<file path="src/hdl/mabf_pkg.sv">
// Types, constants and helpers shared by the Modbus ASCII frame builder.
// No dependencies; imported by every module of the block.
`default_nettype none

package mabf_pkg;

  localparam int FrameLen = 17;
  localparam int IdxW     = $clog2(FrameLen);
  localparam int AddrW    = 4;
  localparam int DataW    = 32;

  // frame positions
  localparam logic [IdxW-1:0] IDX_START     = IdxW'(0);
  localparam logic [IdxW-1:0] IDX_FIRST_HEX = IdxW'(1);
  localparam logic [IdxW-1:0] IDX_LAST_HEX  = IdxW'(14);
  localparam logic [IdxW-1:0] IDX_END_FIRST = IdxW'(15);
  localparam logic [IdxW-1:0] IDX_LAST      = IdxW'(FrameLen - 1);

  typedef enum logic [1:0] {
    REG_START_CHAR      = 2'd0,
    REG_END_CHAR_FIRST  = 2'd1,
    REG_END_CHAR_SECOND = 2'd2,
    REG_FORCE_BIT7      = 2'd3
  } reg_idx_t;

  typedef struct packed {
    logic [6:0] start_char;
    logic [6:0] end_char_first;
    logic [6:0] end_char_second;
    logic       force_bit7;
  } cfg_t;

  typedef struct packed {
    logic [7:0] frame_byte;
    logic       last_byte;
  } byte_t;

  // upper-case ASCII hex digit, 7 bits
  function automatic logic [6:0] hex_char(input logic [3:0] nib);
    logic [6:0] n7;
    n7 = {3'b000, nib};
    if (nib < 4'd10) begin
      hex_char = 7'h30 + n7;
    end else begin
      hex_char = 7'h37 + n7;
    end
  endfunction

endpackage

`default_nettype wire

</file>
<file path="src/hdl/mabf_cfg.sv">
// APB-style register file for the frame builder: start, terminators, bit-7 force.
// Depends on mabf_pkg.
`default_nettype none

module mabf_cfg (
  input  wire logic                      clk,
  input  wire logic                      rst,
  input  wire logic                      psel,
  input  wire logic                      penable,
  input  wire logic                      pwrite,
  input  wire logic [mabf_pkg::AddrW-1:0] paddr,
  input  wire logic [mabf_pkg::DataW-1:0] pwdata,
  output logic      [mabf_pkg::DataW-1:0] prdata,
  output logic                           pready,
  output mabf_pkg::cfg_t                 cfg
);
  import mabf_pkg::*;

  reg_idx_t sel;
  logic     wr;

  assign sel    = reg_idx_t'(paddr[3:2]);
  assign wr     = psel && penable && pwrite;
  assign pready = 1'b1;

  always_ff @(posedge clk) begin
    if (rst) begin
      cfg.start_char      <= 7'd58;
      cfg.end_char_first  <= 7'd13;
      cfg.end_char_second <= 7'd10;
      cfg.force_bit7      <= 1'b1;
    end else if (wr) begin
      case (sel)
        REG_START_CHAR:      cfg.start_char      <= pwdata[6:0];
        REG_END_CHAR_FIRST:  cfg.end_char_first  <= pwdata[6:0];
        REG_END_CHAR_SECOND: cfg.end_char_second <= pwdata[6:0];
        REG_FORCE_BIT7:      cfg.force_bit7      <= pwdata[0];
        default: ;
      endcase
    end
  end

  always_comb begin
    case (sel)
      REG_START_CHAR:      prdata = {25'd0, cfg.start_char};
      REG_END_CHAR_FIRST:  prdata = {25'd0, cfg.end_char_first};
      REG_END_CHAR_SECOND: prdata = {25'd0, cfg.end_char_second};
      REG_FORCE_BIT7:      prdata = {31'd0, cfg.force_bit7};
      default:             prdata = '0;
    endcase
  end

endmodule

`default_nettype wire

</file>
<file path="src/hdl/mabf_enc.sv">
// Command register, LRC and byte sequencer: turns one command into 17 frame bytes.
// Depends on mabf_pkg.
`default_nettype none

module mabf_enc (
  input  wire logic           clk,
  input  wire logic           rst,
  input  wire logic           in_valid,
  output logic                in_stall,
  input  wire logic [7:0]     node_id,
  input  wire logic [7:0]     function_code,
  input  wire logic [15:0]    register_address,
  input  wire logic [15:0]    register_value,
  input  mabf_pkg::cfg_t      cfg,
  output logic                byte_valid,
  input  wire logic           byte_take,
  output mabf_pkg::byte_t     byte_out
);
  import mabf_pkg::*;

  // held command: six binary bytes followed by the LRC
  logic [55:0]     cmd;
  logic            busy;
  logic [IdxW-1:0] idx;

  logic [7:0]      sum;
  logic [7:0]      lrc_next;
  logic            accept;
  logic [3:0]      nib_sel;
  logic [3:0]      nib;
  logic [6:0]      ch;

  assign sum = node_id + function_code + register_address[15:8] + register_address[7:0]
             + register_value[15:8] + register_value[7:0];
  assign lrc_next = 8'd0 - sum;

  assign in_stall = busy && !(byte_take && idx == IDX_LAST);
  assign accept   = in_valid && !in_stall;

  always_ff @(posedge clk) begin
    if (rst) begin
      busy <= 1'b0;
      idx  <= IDX_START;
    end else if (accept) begin
      busy <= 1'b1;
      idx  <= IDX_START;
    end else if (byte_take) begin
      if (idx == IDX_LAST) begin
        busy <= 1'b0;
      end else begin
        idx <= idx + IdxW'(1);
      end
    end
  end

  always_ff @(posedge clk) begin
    if (accept) begin
      cmd <= {node_id, function_code, register_address, register_value, lrc_next};
    end
  end

  // hex digits walk the held command high nibble first
  assign nib_sel = 4'(idx - IDX_FIRST_HEX);
  assign nib     = 4'(cmd >> (7'd52 - {1'b0, nib_sel, 2'b00}));

  always_comb begin
    if (idx == IDX_START) begin
      ch = cfg.start_char;
    end else if (idx <= IDX_LAST_HEX) begin
      ch = hex_char(nib);
    end else if (idx == IDX_END_FIRST) begin
      ch = cfg.end_char_first;
    end else begin
      ch = cfg.end_char_second;
    end
  end

  assign byte_valid          = busy;
  assign byte_out.frame_byte = {cfg.force_bit7, ch};
  assign byte_out.last_byte  = (idx == IDX_LAST);

endmodule

`default_nettype wire

</file>
<file path="src/hdl/modbus_ascii_frame_builder_top.sv">
// Top level of the Modbus ASCII frame builder: register file, sequencer, output register.
// Depends on mabf_pkg, mabf_cfg and mabf_enc.
`default_nettype none

// Each accepted command yields a 17-word Modbus ASCII frame on the output
// channel: start character, twelve hex digits (node, function, address, value),
// two LRC digits and two terminators, last_byte marking the final word. The
// output byte counter sends one word per cycle while out_stall is low; the next
// command is taken in the cycle its predecessor's last word moves to the output
// register, so frames stream with no gap. The first word appears once acceptance
// has set the sequencer busy and the word has been loaded into the output
// register. Configure only while no frame is in flight.
module modbus_ascii_frame_builder_top (
  input  wire logic        clk,
  input  wire logic        rst,
  input  wire logic        psel,
  input  wire logic        penable,
  input  wire logic        pwrite,
  input  wire logic [3:0]  paddr,
  input  wire logic [31:0] pwdata,
  output logic      [31:0] prdata,
  output logic             pready,
  input  wire logic        in_valid,
  output logic             in_stall,
  input  wire logic [7:0]  node_id,
  input  wire logic [7:0]  function_code,
  input  wire logic [15:0] register_address,
  input  wire logic [15:0] register_value,
  output logic             out_valid,
  input  wire logic        out_stall,
  output logic [7:0]       frame_byte,
  output logic             last_byte
);
  import mabf_pkg::*;

  cfg_t  cfg;
  byte_t enc_byte;
  logic  enc_valid;
  logic  take;

  mabf_cfg u_cfg (
    .clk     (clk),
    .rst     (rst),
    .psel    (psel),
    .penable (penable),
    .pwrite  (pwrite),
    .paddr   (paddr),
    .pwdata  (pwdata),
    .prdata  (prdata),
    .pready  (pready),
    .cfg     (cfg)
  );

  mabf_enc u_enc (
    .clk              (clk),
    .rst              (rst),
    .in_valid         (in_valid),
    .in_stall         (in_stall),
    .node_id          (node_id),
    .function_code    (function_code),
    .register_address (register_address),
    .register_value   (register_value),
    .cfg              (cfg),
    .byte_valid       (enc_valid),
    .byte_take        (take),
    .byte_out         (enc_byte)
  );

  assign take = enc_valid && (!out_valid || !out_stall);

  always_ff @(posedge clk) begin
    if (rst) begin
      out_valid <= 1'b0;
    end else if (!out_valid || !out_stall) begin
      out_valid <= enc_valid;
    end
  end

  always_ff @(posedge clk) begin
    if (take) begin
      frame_byte <= enc_byte.frame_byte;
      last_byte  <= enc_byte.last_byte;
    end
  end

endmodule

`default_nettype wire
</file>
<file path="config.mk">
export PLATFORM = sky130hd
export DESIGN_NAME = modbus_ascii_frame_builder_top
export DESIGN_NICKNAME = d
export VERILOG_FILES = /design/src/hdl/mabf_pkg.sv /design/src/hdl/mabf_cfg.sv /design/src/hdl/mabf_enc.sv /design/src/hdl/modbus_ascii_frame_builder_top.sv
export SDC_FILE = /design/constraint.sdc
export NUM_CORES = 1
export LEC_CHECK = 0
export BUFFER_PORTS_ARGS = -buffer_cell sky130_fd_sc_hd__clkbuf_2
export CAP_MARGIN = 10
export CORE_MARGIN = 1
export CORE_UTILIZATION = 49
export CTS_CLUSTER_SIZE = 28
export DETAILED_ROUTE_END_ITERATION = 6
export PLACE_DENSITY = 0.87
export SETUP_SLACK_MARGIN = 0.05
export SLEW_MARGIN = 20
export SYNTH_ARGS = -nofsm -noshare
export SYNTH_HDL_FRONTEND = slang
export SYNTH_HIERARCHICAL = 1
export SYNTH_SLANG_ARGS = --single-unit
</file>
<file path="constraint.sdc">
create_clock -name clk -period 4.95 [get_ports clk]
set_input_delay 0.7425 -clock clk [delete_from_list [all_inputs] [get_ports clk]]
set_output_delay 0.7425 -clock clk [all_outputs]
set_load 0.01 [all_outputs]
</file>
## After elaboration in Yosys (flattened, before gate mapping)

Index checks and enable logic that the tools add are counted.

- Bits in registers: 94
- Input bits: 91
- Output and inout bits: 44
- Word-level logic and storage cells: 60

- Add/subtract/negate cells: 11
- $lt $le $gt $ge: 2
- Equal/unequal tests: 5
- Shift operators: 1
- Multiplexer cells: 8
- Bitwise operators: 1
- Reduce and logical (&&, ||, !) cells: 22

Operator list:

| kind | count |
|---|---|
| $pmux 32 s4 | 1 |
| $shr 56x7->4 | 1 |
| $add 8x8->8 | 5 |
| $mux 7 | 4 |
| $add 6x4->7 const A | 2 |
| $reduce_and 2->1 | 6 |
| $sub 1x8->8 const A | 1 |
| $sub 6x6->7 const A | 1 |
| $logic_and 1x1->1 | 6 |
| $add 5x1->5 const B | 1 |
| $eq 5x4->1 const B | 1 |
| $eq 5x5->1 const B | 1 |
| $le 5x4->1 const B | 1 |
| $logic_not 5->1 | 1 |
| $eq 2x2->1 const B | 2 |
| $logic_not 1->1 | 4 |
| $lt 4x4->1 const B | 1 |
| $reduce_bool 2->1 | 2 |
| $sub 4x1->4 const B | 1 |
| $mux 1 | 3 |
| $eq 2x1->1 const B | 1 |
| $logic_not 2->1 | 1 |
| $reduce_or 2->1 | 1 |
| $logic_or 1x1->1 | 1 |
| $not 1->1 | 1 |

## Longest topological paths before layout

Gate-level depths: netlist of the first run.

- Depth after elaboration: 10
- Gate-level depth with buffers: 16
- Gate-level depth less buffers: 14

## Hierarchy

Netlist of the first run, hierarchy kept.

By module, submodules not included:

| module | instances | cells each | area each (µm²) | sequential area each (µm²) |
|---|---|---|---|---|
| mabf_enc | 1 | 326 | 4057.6 | 1801.7 |
| mabf_cfg | 1 | 140 | 1266.2 | 440.4 |
| modbus_ascii_frame_builder_top | 1 | 13 | 306.5 | 290.3 |

## Least setup slack after synthesis of the first run

Ideal clock, no wire load.

- Path type: in2reg
- From: input port out_stall
- To: register u_enc.idx[4]
- Library setup time: 170 ps
- Data arrival time: 5007 ps
- Data required time: 4780 ps
- Slack: -226 ps
- Stages: 5
- Path buffers: 0
- Cells stage by stage: a21boi_1 a21boi_0 nor2b_1 or2_2 a311oi_1

- Word-level cells in the longest chain between the ends: 9
- Elaborated cells on any way between the ends: 10
- Classes of those cells: 10 x reduce/logical

Ends and longest elaborated chain:

| what | line | text |
|---|---|---|
| from (decl) | modbus_ascii_frame_builder_top.sv:30 | `input wire logic out_stall,` |
| $logic_not 1->1 | modbus_ascii_frame_builder_top.sv:69 | `assign take = enc_valid && (!out_valid \|\| !out_stall);` |
| $logic_or 1x1->1 | modbus_ascii_frame_builder_top.sv:69 |  |
| $logic_and 1x1->1 | modbus_ascii_frame_builder_top.sv:69 |  |
| $logic_and 1x1->1 | mabf_enc.sv:37 | `assign in_stall = busy && !(byte_take && idx == IDX_LAST);` |
| $logic_not 1->1 | mabf_enc.sv:37 |  |
| $logic_and 1x1->1 | mabf_enc.sv:37 |  |
| named net in_stall | modbus_ascii_frame_builder_top.sv:24 | `output logic in_stall,` |
| $logic_not 1->1 | mabf_enc.sv:38 | `assign accept = in_valid && !in_stall;` |
| $logic_and 1x1->1 | mabf_enc.sv:38 |  |
| named net u_enc.accept | mabf_enc.sv:28 | `logic accept;` |
| $reduce_or 2->1 (no line) | n/a |  |
| to (signal assigned) | mabf_enc.sv:51 | `idx <= idx + IdxW'(1);` |
| to (decl) | mabf_enc.sv:24 | `logic [IdxW-1:0] idx;` |

The timed path passes the listed nets, and every way through them passes these cells.
A chain may end at the register's enable or synchronous reset.

## Final worst setup path of the first run

- From: input port register_address[2]
- To: register u_enc.cmd[6] (data pin)

- Word-level cells in the longest chain between the ends: 4

Ends and longest elaborated chain:

| what | line | text |
|---|---|---|
| from (decl) | modbus_ascii_frame_builder_top.sv:27 | `input wire logic [15:0] register_address,` |
| $add 8x8->8 | mabf_enc.sv:33 | `assign sum = node_id + function_code + register_address[15:8] + register_address[7:0]` |
| $add 8x8->8 (2 in a row) | mabf_enc.sv:34 | `+ register_value[15:8] + register_value[7:0];` |
| $sub 1x8->8 | mabf_enc.sv:35 | `assign lrc_next = 8'd0 - sum;` |
| named net u_enc.lrc_next[6] | mabf_enc.sv:27 | `logic [7:0] lrc_next;` |
| to (signal assigned) | mabf_enc.sv:58 | `cmd <= {node_id, function_code, register_address, register_value, lrc_next};` |
| to (decl) | mabf_enc.sv:22 | `logic [55:0] cmd;` |

The timed path passes the listed nets, and every way through them passes these cells.

==> impl_results.md, run 1 <==
* Drt wl/cell at 16.0 um
* Slew @ Worst Pin at 855 ps
* IO buf count at 81
* Most common cell in the netlist: inv_1
* Post-Syn Area at 0.00563 mm^2
* Hold Path Class: register to register
* Site Rows at 38
* I/O pin total at 135
* Yosys reg bits at 94
* Core area at 0.0110 mm^2
* Post-CTS Setup Bufs at 0
* First-pass GRT wire length at 17.7 mm
* Nets at 692
* Iter 0 DRT Violations at 170
* Largest net degree at the start of global routing at 38
* CTS clk-pin slew, worst paths at 70 ps
* Starting density of the core at 51.0%
* Syn-to-layout area delta at 12.0%
* Static Leak at 2.78 nW
* Drt via density at 5.23
* Die X at 109 um
* Die ar. at 0.0119 mm^2
* H-tree lvl count at 3
* Clk_skew at 9.81 ps
* Setup violators final at 0
* Status: finished, final reports clean
* Final Wtd Congestion at 0.934
* Largest cells by area after synthesis: edfxtp_1 35%, dfxtp_1 10%, fa_1 9.2%
* Post-route DRC at 0
* ANT nets after route at 0
* Synth Flop Type: edfxtp_1
* Inst Count DP at 684
* Area leader, netlist: edfxtp_1
* Worst Setup End Kind: register
* Multi-input logic area at 0.00258 mm^2
* Number of antenna violations at the first check in global routing at 0
* VDD IR-drop max at 0.275 mV
* Yosys top cell area share at 34.7%
* Final Max Tran Viols at 0
* CP startpoint kind: primary input
* Max-Cap Viols at 0
* Die height at 109 um
* DRT Wirelength at 11.2 mm
* Worst Path Arrival at 4030 ps
* Post-layout min period at 3940 ps
* Max Freq at 254 MHz
* Fin. Hold Viols at 0
* WS Path Type: primary input to register
* RSZ-0062 raised after global routing: false
* Fill cells at 919
* Cells after Synth at 479
* Register area share after synthesis at 45.0%
* CTS Sinks at 94
* Ratio of cells with drive above 1 in the final layout at 23.2%
* Dpl hpwl at 8.47 mm
* Total GRT Usage at 20.0%
* CTS tree: done
* CTS Hold Bufs at 0
* Critical path data required time at 5040 ps
* CTS resizes at 0
* Peak fanout along the critical path at 2
* EDFF count, synth at 65
* Latest clock arrival within the worst-skew pair at 340 ps
* Avg Cell Area, Syn at 11.8 um^2
* Vias at 3658
* Synth unique cells at 52
* FF/Latch Area at 0.00253 mm^2
* Relative slew slack at 42.9%
* P per Cell Area at 375 mW/mm^2
* Ant diodes at 0
* Final instance count without filler cells at 700
* Pre-Repair DR Iteration Count at 4
* Global route total overflow at 0
* Asr flop ratio synth at 0%
* Clk buf depth at 2
* Vias in the first global route at 3728
* Num CTS Buffers at 9
* Setup TNS at 0 ps
* Commonest cells in the synthesized netlist: 82 x inv_1, 65 x edfxtp_1, 35 x mux2i_1
* Final Cycle Share at 79.6%
* CTS Root Buffer Type: clkbuf_16
* Ys Warns at 6
==> cell families (layout without fill, tap and decap cells) <==
kind of cell	count (synthesis)	count (layout)	share of synthesized area [%]
compound gates	49	49	6.18
xor+xnor	19	19	3.09
fa+ha+maj	46	46	13.7
other cells	2	26	0.133
flops	94	94	45.0
simple gates	87	87	7.91
mux	56	56	13.2
buf+inv	126	183	10.9
==> stage by stage <==
step	utilization (%)	cell area [um^2]	hold WS (ps)	power, mW	worst slack (ps)
floorplan	-	5720	446	1.54	876
global placement	54.7	6030	460	1.68	764
detailed placement	54.7	6030	483	1.73	682
CTS	57.2	6310	493	2.38	1030
global route	57.2	6310	520	2.50	845
finish	57.2	6310	492	2.37	1010
==> final cells by class <==
cell class	instances	area share [%]
flip-flops and latches	94	40.1
clock buffers	10	3.63
multi-input cells	283	41.0
repair buffers	85	6.90
inverters	82	4.88
clock inverters	6	0.714
well taps	140	2.78
==> critical path: stages <==
cell and delay [ps]:
clkbuf_2 90, inv_1 50, fa_1 510, fa_1 500
inv_1 50, fa_1 560, fa_1 410, inv_1 70
ha_1 170, inv_1 60, fa_1 400, inv_1 70
a21o_1 110, a21oi_1 90, xnor2_1 140
==> power by group <==
group / switching, mW / internal (mW) / total [mW]
Combinational: 0.420 / 0.340 / 0.760
Clock: 0.294 / 0.343 / 0.637
Sequential: 0.0205 / 0.948 / 0.968
==> routing by layer <==
metal	share of wire, %	wire length (um)	GRT usage, %
met5	0	0	0
met4	2.4	267	8.10
met3	4.7	520	4.42
met2	53	5880	35.4
met1	40	4500	23.4
==> state kept, by name, indices dropped and copies added, names as in the netlist <==
| signal | count |
|---|---|
| u_enc/cmd | 56 |
| u_cfg/cfg | 22 |
| frame_byte | 8 |
| u_enc/idx | 5 |
| last_byte | 1 |
| out_valid | 1 |
| u_enc/byte_valid | 1 |
==> layout by cell type, fill, tap and decap left out, types with 3 or more instances in the layout <==
cell type	instances
nor2_1	28
ha_1	20
conb_1	26
a221o_1	4
o211ai_1	3
mux2i_1	35
mux2_2	7
mux4_2	12
nand3_1	6
and3_1	3
clkbuf_2	81
buf_4	4
xor2_1	3
inv_1	82
nand2_1	17
xnor2_1	15
o22ai_1	3
a21oi_1	11
fa_1	26
clkbuf_16	9
edfxtp_1	65
nand2b_1	20
o21ai_0	9
dfxtp_1	29
==> worst paths after layout <==
path / start / endpoint / slack (ps) / depth (start not counted)
hold / removal: u_cfg/cfg[17]$_SDFFE_PP0P_ / u_cfg/cfg[17]$_SDFFE_PP0P_ / 490 / 2
hold reg to reg: u_cfg/cfg[17]$_SDFFE_PP0P_ / u_cfg/cfg[17]$_SDFFE_PP0P_ / 490 / 2
setup / recovery: register_address[2] / u_enc/cmd[6]$_DFFE_PP_ / 1010 / 15
setup reg to reg: u_enc/idx[1]$_SDFFE_PP0P_ / frame_byte[2]$_DFFE_PP_ / 1160 / 12
Power figures use the tool's default switching activity.
==> inputs of run 2 (changes only) <==
CORE_UTILIZATION = 54   (was 49)
PLACE_DENSITY = 0.9   (was 0.87)
clock period = 4.1 ns   (was 4.95 ns; I/O delays follow)
==> impl_results.md, run 2 (synthesis gave the netlist of run 1 again) <==
* Status: finished, final reports clean
* Nets at 696 (+0.58%)
* Post-route DRC at 0 (unchanged)
* First-pass GRT wire length at 18.5 mm (+4.5%)
* Post-layout min period at 3680 ps
* Syn-to-layout area delta at 11.8%
* Number of antenna violations at the first check in global routing at 0 (unchanged)
* Fin. Hold Viols at 0 (unchanged)
* ANT nets after route at 0 (unchanged)
* Most frequent cells in the layout: 82 x inv_1, 81 x clkbuf_2, 65 x edfxtp_1, 35 x mux2i_1, 29 x dfxtp_1
* Worst hold slack at 422 ps (-69.8 ps)
* Max-Cap Viols at 0 (unchanged)
* Pre-Repair DR Iteration Count at 5 (+1)
* Ratio of cells with drive above 1 in the final layout at 23.8% (+0.54 points)
* WS Path Type: primary input to register
* Drt via density at 5.30 (+1.5%)
* I/O pin total at 135 (unchanged)
* Vias in the first global route at 3856 (+3.4%)
* CTS Root Buffer Type: clkbuf_8
* Die ar. at 0.0108 mm^2 (-9.1%)
* Top reg by flops: u_enc/cmd
* Setup violators final at 0 (unchanged)
* Num CTS Buffers at 9 (unchanged)
* Worst Path Arrival at 3810 ps (-220 ps)
* Top Registers: u_enc/cmd (56), u_cfg/cfg (22), frame_byte (8)
* Clk buf depth at 2 (unchanged)
* Cells along the critical path: clkbuf_2 -> inv_1 -> fa_1 -> fa_1 -> inv_1 -> fa_1 -> inv_1 -> ha_1 -> ha_1 -> a21o_1 -> a21oi_1 -> o21bai_1 -> a21oi_1 -> xnor2_1
* Total GRT Usage at 22.3% (+2.3 points)
* CTS Sinks at 94 (unchanged)
* Latest clock arrival within the worst-skew pair at 370 ps (+30 ps)
* Die height at 104 um (-4.7%)
* Iter 0 DRT Violations at 233 (+37%)
* CP top delay family: adder cells
* RSZ-0062 raised after global routing: false
* Worst path max stage delay at 550 ps (about the same)
* IO buf count at 81 (unchanged)
* CP bufs+invs at 4 (-2)
* Drt wl/cell at 16.3 um (+2.3%)
* Core area at 0.00995 mm^2 (-9.8%)
* Dpl hpwl at 8.65 mm (+2.1%)
* Final Cycle Share at 89.8%
* Ant diodes at 0 (unchanged)
* Global route total overflow at 0 (unchanged)
* CTS Hold Bufs at 0 (unchanged)
* Hold Path Class: primary input to register
* CTS resizes at 0 (unchanged)
* VDD IR-drop max at 0.255 mV (-7.5%)
* Slew @ Worst Pin at 786 ps (-68.6 ps)
* Critical path data required time at 4220 ps (-820 ps)
* Slowest CP cell: fa_1
* Die X at 104 um (-4.7%)
* Starting density of the core at 56.6% (+5.5 points)
* CTS tree: done
* Most common cell after layout, fill and taps aside: inv_1
* Static Leak at 2.80 nW (+0.49%)
* H-tree lvl count at 3 (unchanged)
* Worst Setup End Kind: register
* Peak fanout along the critical path at 2 (unchanged)
* DRT Wirelength at 11.4 mm (+1.9%)
* Final Max Tran Viols at 0 (unchanged)
* P per Cell Area at 447 mW/mm^2 (+19%)
* Max Freq at 271 MHz
* Site Rows at 36 (-5.3%)
* CP startpoint kind: primary input
* Clk_skew at 8.46 ps (-1.35 ps)
* Vias at 3697 (+1.1%)
* Relative slew slack at 46.9% (+4.0 points)
* Max reg flops at 56 (unchanged)
* Final Wtd Congestion at 0.881 (-5.7%)
* CTS clk-pin slew, worst paths at 90 ps (+20 ps)
* Largest net degree at the start of global routing at 57 (+50%)
* Post-CTS Setup Bufs at 0 (unchanged)
* Setup TNS at 0 ps (unchanged)
[run 2: cell types whose count changed in the layout (fill, tap and decap cells not counted)]
cell / change
buf_4: +4
inv_4: +1
clkbuf_16: -7
inv_8: -1
clkinvlp_4: -2
clkinvlp_2: -1
clkinv_2: -1
bufinv_16: +1
clkbuf_8: +10
[run 2: metal layers]
layer | routed length [um] | GRT usage, %
met1 | 4550 | 26.6
met2 | 5990 | 39.3
met3 | 607 | 4.89
met4 | 218 | 9.08
met5 | 0 | 0
[run 2: final cells by class]
| cell class | count | area (um^2) |
|---|---|---|
| fill | 750 | 3660 |
| sequential | 94 | 2530 |
| clock inverter | 3 | 45.0 |
| timing repair buffer | 89 | 465 |
| tap | 133 | 166 |
| clock buffer | 13 | 191 |
| multi-input combinational | 283 | 2580 |
| inverter | 82 | 308 |
[run 2: path summary, 6_finish.rpt]
| kind | start | end | slack [ps] | cells after the start |
|---|---|---|---|---|
| setup / recovery | function_code[3] | u_enc/cmd[7]$_DFFE_PP_ | 420 | 14 |
| hold / removal | node_id[6] | u_enc/cmd[54]$_DFFE_PP_ | 420 | 1 |
| setup reg to reg | u_enc/idx[1]$_SDFFE_PP0P_ | frame_byte[2]$_DFFE_PP_ | 650 | 13 |
| hold reg to reg | u_cfg/cfg[0]$_SDFFE_PP1P_ | frame_byte[7]$_DFFE_PP_ | 500 | 0 |
[run 2: worst reg2reg max path: cells and delay by family, from the launching register on]
kind | cells | cell delay, ps
multiplexers | 1 | 350
adder cells (fa/ha/maj) | 3 | 870
flip-flops | 1 | 320
buffers and inverters | 3 | 310
AO/OA/AOI/OAI | 3 | 740
AND/OR/NAND/NOR | 3 | 710
[run 2: report_power, final]
group	internal [mW]	switching (mW)
Sequential	1.14	0.0261
Combinational	0.433	0.494
Clock	0.376	0.338
[run 2: per-stage QoR]
stage | worst slack, ps | area (um^2) | cells | total power, mW | utilization [%]
floorplan | 153 | 5720 | 503 | 1.86 | -
global placement | 74.2 | 6060 | 681 | 2.05 | 60.8
detailed placement | 21.4 | 6060 | 681 | 2.12 | 60.8
CTS | 420 | 6290 | 697 | 2.83 | 63.2
global route | 262 | 6290 | 697 | 2.98 | 63.2
finish | 416 | 6290 | 697 | 2.81 | 63.2
==> inputs of run 3 (changes only) <==
PLACE_DENSITY = not set   (was 0.9)
PLACE_DENSITY_LB_ADDON = 0.1   (was not set)
==> impl_results.md, run 3 (synthesis gave the netlist of run 1 again) <==
* CP startpoint kind: primary input
* Largest net degree at the start of global routing at 38 (-33%)
* Final Cycle Share at 91.2% (+1.3 points)
* Vias in the first global route at 3557 (-7.8%)
* P per Cell Area at 440 mW/mm^2 (-1.5%)
* Starting density of the core at 56.6% (unchanged)
* Fin. Hold Viols at 0 (unchanged)
* H-tree lvl count at 3 (unchanged)
* Status: finished, final reports clean
* Hold Path Class: primary input to register
* Max-Cap Viols at 0 (unchanged)
* Most frequent cells in the layout: 82 x inv_1, 81 x clkbuf_2, 65 x edfxtp_1, 35 x mux2i_1, 29 x dfxtp_1
* CTS tree: done
* Site Rows at 36 (unchanged)
* Dpl hpwl at 8.28 mm (-4.3%)
* I/O pin total at 135 (unchanged)
* Critical path data required time at 4220 ps (about the same)
* CTS clk-pin slew, worst paths at 90 ps (about the same)
* CTS Hold Bufs at 0 (unchanged)
* VDD IR-drop max at 0.443 mV (+74%)
* Static Leak at 2.79 nW (-0.21%)
* Post-layout min period at 3740 ps (+53.9 ps)
* Global route total overflow at 0 (unchanged)
* Vias at 3538 (-4.3%)
* Pre-Repair DR Iteration Count at 4 (-1)
* Die ar. at 0.0108 mm^2 (unchanged)
* WS Path Type: primary input to register
* DRT Wirelength at 10.6 mm (-6.5%)
* Setup violators final at 0 (unchanged)
* Num CTS Buffers at 9 (unchanged)
* Fill cells at 840 (+12%)
* Post-CTS Setup Bufs at 0 (unchanged)
* Most common cell after layout, fill and taps aside: inv_1
* Worst Setup End Kind: register
* Ratio of cells with drive above 1 in the final layout at 23.9% (+0.13 points)
* Clk buf depth at 2 (unchanged)
* Slew @ Worst Pin at 810 ps (+23.7 ps)
* IO buf count at 81 (unchanged)
* Relative slew slack at 45.9% (-1.0 points)
* Max Freq at 268 MHz (-1.4%)
* Worst Path Arrival at 3850 ps (+40 ps)
* ANT nets after route at 0 (unchanged)
* Total GRT Usage at 20.9% (-1.5 points)
* CTS resizes at 0 (unchanged)
* Drt via density at 5.07 (-4.4%)
* Final Wtd Congestion at 0.791 (-10%)
* Post-route DRC at 0 (unchanged)
* Die height at 104 um (unchanged)
* Top reg by flops: u_enc/cmd
* Total power at 2.76 mW (-1.7%)
* CTS Sinks at 94 (unchanged)
* CTS Root Buffer Type: clkbuf_8
* Latest clock arrival within the worst-skew pair at 370 ps (about the same)
* Core area at 0.00995 mm^2 (unchanged)
* Top Registers: u_enc/cmd (56), u_cfg/cfg (22), frame_byte (8)
* Nets at 697 (+0.14%)
* Die X at 104 um (unchanged)
* Drt wl/cell at 15.2 um (-6.6%)
* Max reg flops at 56 (unchanged)
* RSZ-0062 raised after global routing: false
* Clk_skew at 7.34 ps (-1.12 ps)
* Peak fanout along the critical path at 2 (unchanged)
* First-pass GRT wire length at 17.2 mm (-7.0%)
* Ant diodes at 0 (unchanged)
* Iter 0 DRT Violations at 131 (-44%)
* Number of antenna violations at the first check in global routing at 0 (unchanged)
* Syn-to-layout area delta at 11.5%
* Setup TNS at 0 ps (unchanged)
* Final Max Tran Viols at 0 (unchanged)
* Finished Core Util at 63.1% (-0.14 points)
-- run 3: worst paths after layout --
check                                 start                         to  slack [ps]  depth (start not counted)
setup reg to reg  u_enc/idx[0]$_SDFFE_PP0P_    frame_byte[2]$_DFFE_PP_         760                         12
hold / removal          register_address[5]    u_enc/cmd[29]$_DFFE_PP_         430                          1
hold reg to reg   u_cfg/cfg[6]$_SDFFE_PP0P_  u_cfg/cfg[6]$_SDFFE_PP0P_         500                          2
setup / recovery           function_code[3]     u_enc/cmd[7]$_DFFE_PP_         360                         14
-- run 3: metrics by stage --
| stage | std cells | setup WS (ps) | hold slack, ps | area, um^2 |
|---|---|---|---|---|
| floorplan | 503 | 153 | 446 | 5720 |
| global placement | 682 | -10.4 | 462 | 6060 |
| detailed placement | 682 | -48.8 | 477 | 6060 |
| CTS | 698 | 341 | 413 | 6280 |
| global route | 698 | 194 | 418 | 6280 |
| finish | 698 | 363 | 428 | 6280 |
-- run 3: report_power, final --
group,internal [mW],leakage (nW),total [mW],switching [mW]
Clock,0.344,0.110,0.667,0.324
Combinational,0.437,1.83,0.932,0.495
Sequential,1.14,0.848,1.16,0.0210
-- run 3: layout make-up --
cell class / instances / area (um^2) / area share [%]
clock inverters: 6 / 87.6 / 1.39
repair buffers: 90 / 473 / 7.53
flip-flops and latches: 94 / 2530 / 40.3
clock buffers: 10 / 128 / 2.03
well taps: 133 / 166 / 2.65
inverters: 82 / 308 / 4.90
multi-input cells: 283 / 2580 / 41.2
-- run 3: worst max-delay path, stage by stage --
cell      delay (ps)
clkbuf_2          90
inv_1             50
fa_1             500
fa_1             600
inv_1             70
fa_1             530
inv_1             40
ha_1             300
ha_1             290
a21o_1           170
a21oi_1          190
o21bai_1          80
a21oi_1          220
xnor2_1          110
-- run 3: metal layers --
layer,vias to the layer above,share of wire [%],GRT usage [%]
met2,80,51,36.0
met3,10,3.3,3.32
met5,-,0,0
met1,1718,44,26.4
li1,1730,-,-
met4,0,1.5,7.96
